===== src/hdl/mbcrcfr_pkg.sv =====
// Shared types, constants and helper functions for the Modbus CRC-16 framer.
// Used by the result queue and the top level. No dependencies.
package mbcrcfr_pkg;

    localparam logic [15:0] CRC_INIT  = 16'hFFFF;
    localparam logic [15:0] CRC_POLY  = 16'hA001;
    localparam int          CHAR_W    = 8;
    localparam int          NIB_W     = 4;
    localparam int          TRL_CHARS = 4;
    localparam int          TRL_CNT_W = $clog2(TRL_CHARS + 1);
    localparam int          Q_DEPTH   = 2;
    localparam int          Q_PTR_W   = $clog2(Q_DEPTH);
    localparam int          Q_CNT_W   = $clog2(Q_DEPTH + 1);

    // Hex digit decode: bit 4 set means "not a hex digit"
    localparam logic [4:0]  HEX_NONE  = 5'd16;

    // One result item on the output channel
    typedef struct packed {
        logic [CHAR_W-1:0] chr;
        logic              last;
    } t_result;

    // Reflected CRC-16/Modbus update over one byte, LSB first
    function automatic logic [15:0] crc_byte(input logic [15:0] crc_in,
                                             input logic [7:0]  data);
        logic [15:0] c;
        c = crc_in ^ {8'h00, data};
        for (int k = 0; k < 8; k++) begin
            if (c[0]) begin
                c = (c >> 1) ^ CRC_POLY;
            end else begin
                c = c >> 1;
            end
        end
        return c;
    endfunction

    // ASCII hex digit to value; HEX_NONE for any other character
    function automatic logic [4:0] hex_value(input logic [7:0] c);
        logic [4:0] v;
        v = HEX_NONE;
        if (c >= 8'h30 && c <= 8'h39) begin
            v = {1'b0, c[3:0]};
        end else if ((c >= 8'h41 && c <= 8'h46) || (c >= 8'h61 && c <= 8'h66)) begin
            // 'A'..'F' and 'a'..'f' share the low three bits: 1..6
            v = {1'b0, 4'(c[2:0] + 3'd1) + 4'd8};
        end
        return v;
    endfunction

    // Nibble to uppercase ASCII hex character
    function automatic logic [7:0] hex_char(input logic [3:0] nib);
        logic [7:0] ch;
        if (nib < 4'd10) begin
            ch = 8'h30 + {4'h0, nib};
        end else begin
            ch = 8'h37 + {4'h0, nib};
        end
        return ch;
    endfunction

endpackage


===== src/hdl/mbcrcfr_out_queue.sv =====
// Two-entry result queue in front of the output channel.
// Depends on mbcrcfr_pkg for the result type and queue sizes.
module mbcrcfr_out_queue
    import mbcrcfr_pkg::*;
(
    input  logic    i_clk,
    input  logic    i_rst_n,
    input  logic    i_push,
    input  t_result i_push_data,
    output logic    o_full,
    output logic    o_out_valid,
    input  logic    i_out_ready,
    output t_result o_out_data
);

    t_result              r_mem [Q_DEPTH];
    logic [Q_PTR_W-1:0]   r_wr_ptr;
    logic [Q_PTR_W-1:0]   r_rd_ptr;
    logic [Q_CNT_W-1:0]   r_cnt;
    logic [Q_CNT_W-1:0]   n_cnt;
    logic                 pop;

    assign o_full      = (r_cnt == Q_CNT_W'(Q_DEPTH));
    assign o_out_valid = (r_cnt != '0);
    assign o_out_data  = r_mem[r_rd_ptr];
    assign pop         = o_out_valid && i_out_ready;

    // occupancy
    always_comb begin
        n_cnt = r_cnt;
        if (i_push && !pop) begin
            n_cnt = r_cnt + Q_CNT_W'(1);
        end else if (!i_push && pop) begin
            n_cnt = r_cnt - Q_CNT_W'(1);
        end
    end

    // pointers and count
    always_ff @(posedge i_clk) begin
        if (!i_rst_n) begin
            r_wr_ptr <= '0;
            r_rd_ptr <= '0;
            r_cnt    <= '0;
        end else begin
            r_cnt <= n_cnt;
            if (i_push) begin
                r_wr_ptr <= r_wr_ptr + Q_PTR_W'(1);
            end
            if (pop) begin
                r_rd_ptr <= r_rd_ptr + Q_PTR_W'(1);
            end
        end
    end

    // storage, no reset
    always_ff @(posedge i_clk) begin
        if (i_push) begin
            r_mem[r_wr_ptr] <= i_push_data;
        end
    end

    a_no_overflow: assert property (@(posedge i_clk) disable iff (!i_rst_n)
        i_push |-> !o_full)
        else $error("push into full result queue");

    a_cnt_range: assert property (@(posedge i_clk) disable iff (!i_rst_n)
        r_cnt <= Q_CNT_W'(Q_DEPTH))
        else $error("result queue count out of range");

    a_ptr_track: assert property (@(posedge i_clk) disable iff (!i_rst_n)
        (r_cnt == '0 || r_cnt == Q_CNT_W'(Q_DEPTH)) |-> (r_wr_ptr == r_rd_ptr))
        else $error("result queue pointers disagree with count");

endmodule


===== src/hdl/modbus_crc16_hex_trailer_framer.sv =====
// Modbus CRC-16 hex trailer framer, top level.
// Depends on mbcrcfr_pkg and mbcrcfr_out_queue.
//
// Every input item (one character) is echoed unchanged as one output item, and
// a running CRC-16/Modbus (poly 0xA001 reflected, init 0xFFFF) is updated in the
// same cycle the item is accepted. On an item flagged last, four uppercase hex
// characters of the CRC follow the echo, the fourth flagged last, and the CRC
// reloads. In text mode (hex_mode = 0) the CRC covers raw characters and the
// trailer is high nibble first; in hex mode digit pairs are decoded to bytes,
// non-hex characters are skipped, and the trailer is low byte then high byte.
// Ordinary characters go through at one item per cycle while the output accepts;
// a last character holds the input off while the single output port sends the
// trailer. The mode register is written with i_cfg_we/i_cfg_wdata only while no
// message traffic is in flight; the user must ensure it, the block does not enforce it.
module modbus_crc16_hex_trailer_framer
    import mbcrcfr_pkg::*;
(
    input  logic              i_clk,
    input  logic              i_rst_n,
    input  logic              i_cfg_we,
    input  logic              i_cfg_wdata,
    input  logic              i_in_valid,
    output logic              o_in_ready,
    input  logic [CHAR_W-1:0] i_in_char,
    input  logic              i_in_last,
    output logic              o_out_valid,
    input  logic              i_out_ready,
    output logic [CHAR_W-1:0] o_out_char,
    output logic              o_out_last
);

    logic                  r_hex_mode;
    logic [15:0]           r_crc;
    logic [NIB_W-1:0]      r_high_nib;
    logic                  r_nib_held;
    logic [15:0]           r_trl_word;
    logic [TRL_CNT_W-1:0]  r_trl_cnt;

    logic                  in_accept;
    logic                  q_full;
    logic                  q_push;
    t_result               q_push_data;
    t_result               q_out_data;
    logic [4:0]            digit;
    logic                  is_digit;
    logic [7:0]            crc_data;
    logic                  crc_en;
    logic [15:0]           crc_upd;
    logic                  trl_active;

    assign trl_active = (r_trl_cnt != '0);
    assign o_in_ready = !trl_active && !q_full;
    assign in_accept  = i_in_valid && o_in_ready;

    // CRC input selection: raw character, or completed hex pair
    always_comb begin
        digit    = hex_value(i_in_char);
        is_digit = !digit[4];
        crc_data = r_hex_mode ? {r_high_nib, digit[NIB_W-1:0]} : i_in_char;
        crc_en   = !r_hex_mode || (is_digit && r_nib_held);
        crc_upd  = crc_en ? crc_byte(r_crc, crc_data) : r_crc;
    end

    // push either the next trailer character or the echo
    always_comb begin
        q_push_data = '0;
        q_push      = 1'b0;
        if (trl_active) begin
            q_push           = !q_full;
            q_push_data.chr  = hex_char(r_trl_word[15:12]);
            q_push_data.last = (r_trl_cnt == TRL_CNT_W'(1));
        end else if (in_accept) begin
            q_push           = 1'b1;
            q_push_data.chr  = i_in_char;
            q_push_data.last = 1'b0;
        end
    end

    // mode register
    always_ff @(posedge i_clk) begin
        if (!i_rst_n) begin
            r_hex_mode <= 1'b0;
        end else if (i_cfg_we) begin
            r_hex_mode <= i_cfg_wdata;
        end
    end

    // CRC and hex pair state
    always_ff @(posedge i_clk) begin
        if (!i_rst_n) begin
            r_crc      <= CRC_INIT;
            r_high_nib <= '0;
            r_nib_held <= 1'b0;
        end else if (in_accept) begin
            if (i_in_last) begin
                r_crc      <= CRC_INIT;
                r_high_nib <= '0;
                r_nib_held <= 1'b0;
            end else begin
                r_crc <= crc_upd;
                if (r_hex_mode && is_digit) begin
                    if (r_nib_held) begin
                        r_high_nib <= '0;
                        r_nib_held <= 1'b0;
                    end else begin
                        r_high_nib <= digit[NIB_W-1:0];
                        r_nib_held <= 1'b1;
                    end
                end
            end
        end
    end

    // trailer sequencer: word is shifted out top nibble first
    always_ff @(posedge i_clk) begin
        if (!i_rst_n) begin
            r_trl_cnt <= '0;
        end else if (trl_active) begin
            if (!q_full) begin
                r_trl_cnt <= r_trl_cnt - TRL_CNT_W'(1);
            end
        end else if (in_accept && i_in_last) begin
            r_trl_cnt <= TRL_CNT_W'(TRL_CHARS);
        end
    end

    always_ff @(posedge i_clk) begin
        if (trl_active) begin
            if (!q_full) begin
                r_trl_word <= {r_trl_word[11:0], 4'h0};
            end
        end else if (in_accept && i_in_last) begin
            r_trl_word <= r_hex_mode ? {crc_upd[7:0], crc_upd[15:8]} : crc_upd;
        end
    end

    mbcrcfr_out_queue u_out_queue (
        .i_clk       (i_clk),
        .i_rst_n     (i_rst_n),
        .i_push      (q_push),
        .i_push_data (q_push_data),
        .o_full      (q_full),
        .o_out_valid (o_out_valid),
        .i_out_ready (i_out_ready),
        .o_out_data  (q_out_data)
    );

    assign o_out_char = q_out_data.chr;
    assign o_out_last = q_out_data.last;

    a_trl_start: assert property (@(posedge i_clk) disable iff (!i_rst_n)
        (in_accept && i_in_last) |=> (r_trl_cnt == TRL_CNT_W'(TRL_CHARS)))
        else $error("trailer not started after last item");

    a_crc_reload: assert property (@(posedge i_clk) disable iff (!i_rst_n)
        (in_accept && i_in_last) |=> (r_crc == CRC_INIT && !r_nib_held))
        else $error("CRC state not reloaded after message");

    a_trl_range: assert property (@(posedge i_clk) disable iff (!i_rst_n)
        r_trl_cnt <= TRL_CNT_W'(TRL_CHARS))
        else $error("trailer count out of range");

    a_last_push: assert property (@(posedge i_clk) disable iff (!i_rst_n)
        (q_push && q_push_data.last) |=> (r_trl_cnt == '0))
        else $error("trailer not finished after final character");

endmodule


===== config.mk =====
export PLATFORM = sky130hd
export DESIGN_NAME = modbus_crc16_hex_trailer_framer
export DESIGN_NICKNAME = d
export VERILOG_FILES = /design/src/hdl/mbcrcfr_pkg.sv /design/src/hdl/mbcrcfr_out_queue.sv /design/src/hdl/modbus_crc16_hex_trailer_framer.sv
export SDC_FILE = /design/constraint.sdc
export NUM_CORES = 1
export LEC_CHECK = 0
export ABC_AREA = 1
export BUFFER_PORTS_ARGS = -buffer_cell sky130_fd_sc_hd__clkbuf_2
export CAP_MARGIN = 5
export CORE_MARGIN = 8
export CORE_UTILIZATION = 63
export CTS_BUF_LIST = sky130_fd_sc_hd__clkbuf_4
export CTS_CLUSTER_DIAMETER = 60
export DETAILED_ROUTE_END_ITERATION = 7
export GPL_TIMING_DRIVEN = 0
export PLACE_DENSITY = 0.83
export SLEW_MARGIN = 20
export SYNTH_ARGS = -nofsm -noshare
export SYNTH_HDL_FRONTEND = slang
export SYNTH_SLANG_ARGS = --single-unit

===== constraint.sdc =====
create_clock -name i_clk -period 3.5 [get_ports i_clk]
set_input_delay 0.7 -clock i_clk [delete_from_list [all_inputs] [get_ports i_clk]]
set_output_delay 0.7 -clock i_clk [all_outputs]
set_load 0.02 [all_outputs]

==> results.sh <==
export IMPL_cts_buffers=9
export IMPL_root_buffer="clkbuf_4"
export IMPL_cts_tree="done"
export IMPL_drt_iter0_markers=274
export IMPL_synthSimpleGateAreaFrac_pct=25.7
export IMPL_place_hpwl_um=6760
export IMPL_power_density_nw_per_um2=885
export IMPL_die_w_um=92.6
export IMPL_fin_util_pct=70.2
export IMPL_antenna_found_initial=0
export IMPL_reg2reg_to="r_trl_word[8]"
export IMPL_via_count=3308
export IMPL_avgSynthCellArea_um2=7.97
export IMPL_min_to="r_high_nib[0]"
export IMPL_total_leakage_power_nw=1.81
export IMPL_first_pass_iters=5
export IMPL_layout_min_cycle_time_ns=3.09
export IMPL_required_ns=3.69
export IMPL_syn_nets=485
export IMPL_grtUsageMet3_pct=3.72
export IMPL_htree_num_levels=3
export IMPL_first_global_vias=3085
export IMPL_fin_tns_setup_ns=0
export IMPL_cts_resized_gates=0
export IMPL_antenna_cells=0
export IMPL_ys_ff_latch=64
export IMPL_fin_skew_ns=0.0111
export IMPL_insertion_delay_ns=0.42
export IMPL_io_buffer_count=25
export IMPL_grt_busiest_layer="met2"
export IMPL_whs_path_depth=2
export IMPL_yosysUniqueCellTypes=29
export IMPL_drc=0
export IMPL_cts_max_path_buffers=2
export IMPL_hold_viol=0
export IMPL_ys_flop_type="edfxtp_1"
export IMPL_cp_max_fo=5
export IMPL_synth_fa_ha_area_share_pct=2.03
export IMPL_synth_yosys_warnings=0
export IMPL_crit_path_end_kind="register"
export IMPL_nets=521
export IMPL_drive_above_1_share_pct=18.8
export IMPL_gr_usage_met2_pct=36.4
export IMPL_fin_crit_sh_pct=88.3
export IMPL_ir_drop_uv=398
export IMPL_vias_per_cell=5.70
export IMPL_synth_mux_area_share_pct=2.74
export IMPL_run_status="finished, final reports clean"
export IMPL_drv_slew=0
export IMPL_synth_edf_count=34
export IMPL_ys_seq_area_share_pct=43.9
export IMPL_setup_violations=0
export IMPL_synth_compound_area_share_pct=15.2
export IMPL_grt_usage_pct=21.7
export IMPL_hold_buffers=0
export IMPL_grt_use_met1_pct=26.8
export IMPL_overflow=0
export IMPL_cts_sinks=64
export IMPL_rsz0062_at_grt="false"
export IMPL_crit_arrival_ns=3.28
export IMPL_power_total_mw=3.59
export IMPL_cts_setup_buffers=0
export IMPL_drt_total_wl_um=8900
export IMPL_path_clk_slew_ns=0.12
export IMPL_hp_class="reg2reg"
export IMPL_critPathKind="in2reg"
export IMPL_core_area_um2=5780
export IMPL_start_util_pct=64.0
export IMPL_worst_slew_pin_slew_ns=0.810
export IMPL_max_cap_violations=0
export IMPL_ff2ff_path_depth=20
export IMPL_post_drt_wl_per_cell_um=15.4
export IMPL_grt_first_pass_wirelength_um=14700
export IMPL_row_count=28
export IMPL_netlist_area_um2=3700
export IMPL_netlist_instances=464
export IMPL_die_h_um=92.6
export IMPL_synth_xor_area_share_pct=3.32
export IMPL_grt_max_degree=21
export IMPL_fin_area_um2=4060
export IMPL_rr_startpoint="r_hex_mode"
export IMPL_rrSetupSlack_ns=0.79
export IMPL_postPlaceCellArea_um2=3920
export IMPL_min_delay_start="r_high_nib[0]"
export IMPL_areaGrowthSynthToFinish_pct=9.71
export IMPL_ant_nets=0
export IMPL_fmax_mhz=324
export IMPL_whs_ns=0.476
export IMPL_io_pins=26
export IMPL_gp_congestion=0.938
export IMPL_synth_top_family_by_area="simple AND/OR/NAND/NOR gates"
export IMPL_ys_async_sr_fraction_pct=0
export IMPL_cp_start_kind="primary input"
export IMPL_die_area_um2=8580
export IMPL_maxSlewHeadroom_pct=45.8
==> cell families after synthesis <==
family,Yosys count
AND/OR/NAND/NOR,200
buffers and inverters,69
flip-flops,64
multiplexers,9
adder cells (fa/ha/maj),6
XOR/XNOR,14
AO/OA/AOI/OAI,102
==> Yosys cell counts, types with 2 or more instances <==
cell / n / share of area (%)
edfxtp_1: 34 / 28
nand3_2: 14 / 3.8
ha_1: 6 / 2.0
mux2_2: 9 / 2.7
o21ai_1: 4 / 0.54
nor2_1: 22 / 2.2
nand2_2: 14 / 2.4
nand3_1: 34 / 4.6
o21ai_0: 53 / 7.2
inv_2: 4 / 0.41
inv_1: 47 / 4.8
clkbuf_1: 11 / 1.1
buf_2: 6 / 0.81
xor2_1: 11 / 2.6
o211ai_1: 10 / 2.0
a21oi_1: 24 / 3.2
o22ai_1: 8 / 1.4
nand2_4: 2 / 0.61
dfxtp_1: 30 / 16
xnor2_1: 3 / 0.71
nand2_1: 110 / 11
==> sequential cells by signal, indices dropped and copies added (netlist names), named ones only <==
signal / cells
r_trl_cnt: 3
r_crc: 16
r_high_nib: 4
u_out_queue.r_cnt: 2
u_out_queue.r_wr_ptr: 1
r_nib_held: 1
u_out_queue.r_rd_ptr: 1
r_trl_word: 16
r_hex_mode: 1
u_out_queue.r_mem: 18
==> critical path: stages <==
cell	delay [ns]
clkbuf_2	0.13
inv_1	0.13
ha_1	0.26
o21ai_2	0.15
nand2_2	0.10
nand2_4	0.11
nand2_1	0.05
nand2_1	0.05
nand2_1	0.08
nand2_1	0.10
nand3_1	0.11
nand3_2	0.12
nand2_2	0.10
nand2_2	0.10
nand2_2	0.07
nand2_1	0.07
nand3_2	0.09
nand2_2	0.12
nand2_2	0.06
nand3_2	0.12
nand3_1	0.12
nand3_2	0.11
nand3_1	0.08
nand2_1	0.09
nand2_1	0.05
==> cells in the final DEF (no fill, tap or decap), types with 2 or more instances in the layout <==
cell type	Yosys	routed
clkinv_2	0	2
o22ai_1	8	8
clkinvlp_4	0	2
xnor2_1	3	3
clkbuf_2	0	25
nor2_1	22	22
inv_1	47	47
clkinv_4	0	2
clkbuf_4	0	9
nand2_2	14	14
xor2_1	11	11
nand3_1	34	34
nand3_2	14	14
nand2_1	110	110
o21ai_1	4	4
buf_2	6	6
ha_1	6	6
edfxtp_1	34	34
nand2_4	2	2
o21ai_0	53	53
mux2_2	9	9
a21oi_1	24	24
inv_2	4	4
o211ai_1	10	10
clkbuf_1	11	11
dfxtp_1	30	30
==> area by class of cell <==
cell class / instances / area (µm²)
fill: 499 / 1720
tap: 75 / 93.8
buffer: 17 / 71.3
clock inverter: 7 / 72.6
inverter: 52 / 195
sequential: 64 / 1620
clock buffer: 9 / 67.6
timing repair buffer: 25 / 125
multi-input combinational: 331 / 1810
==> metrics by stage <==
stage | setup WS [ns] | std cells
floorplan | 0.581 | 464
global placement | 0.0914 | 564
detailed placement | 0.00121 | 564
CTS | 0.465 | 580
global route | 0.169 | 580
finish | 0.411 | 580
==> worst max path at each step <==
stage	startpoint	to	cells past startpoint
after global routing	i_in_char[0]	r_trl_word[8]	25
final	i_in_char[0]	r_trl_word[8]	25
after detailed placement	i_in_char[0]	r_trl_word[8]	25
after floorplan	i_in_char[0]	r_trl_word[8]	24
after global placement	i_in_char[0]	r_trl_word[8]	25
after CTS	i_in_char[0]	r_trl_word[8]	25
==> report_power, final <==
part,internal (mW),total [mW],switching [mW],leakage [nW]
combinational,0.563,1.74,1.17,1.16
sequential,1.23,1.34,0.113,0.574
clock,0.217,0.510,0.293,0.0719
total,2.01,3.59,1.58,1.81
==> routing by layer <==
metal,vias to the layer above,part of all wire [%]
met5,-,0
met4,0,2.7
met3,24,6.7
met2,123,48
met1,1524,43
li1,1637,-
No activity file was read; power rests on OpenSTA's default activity.
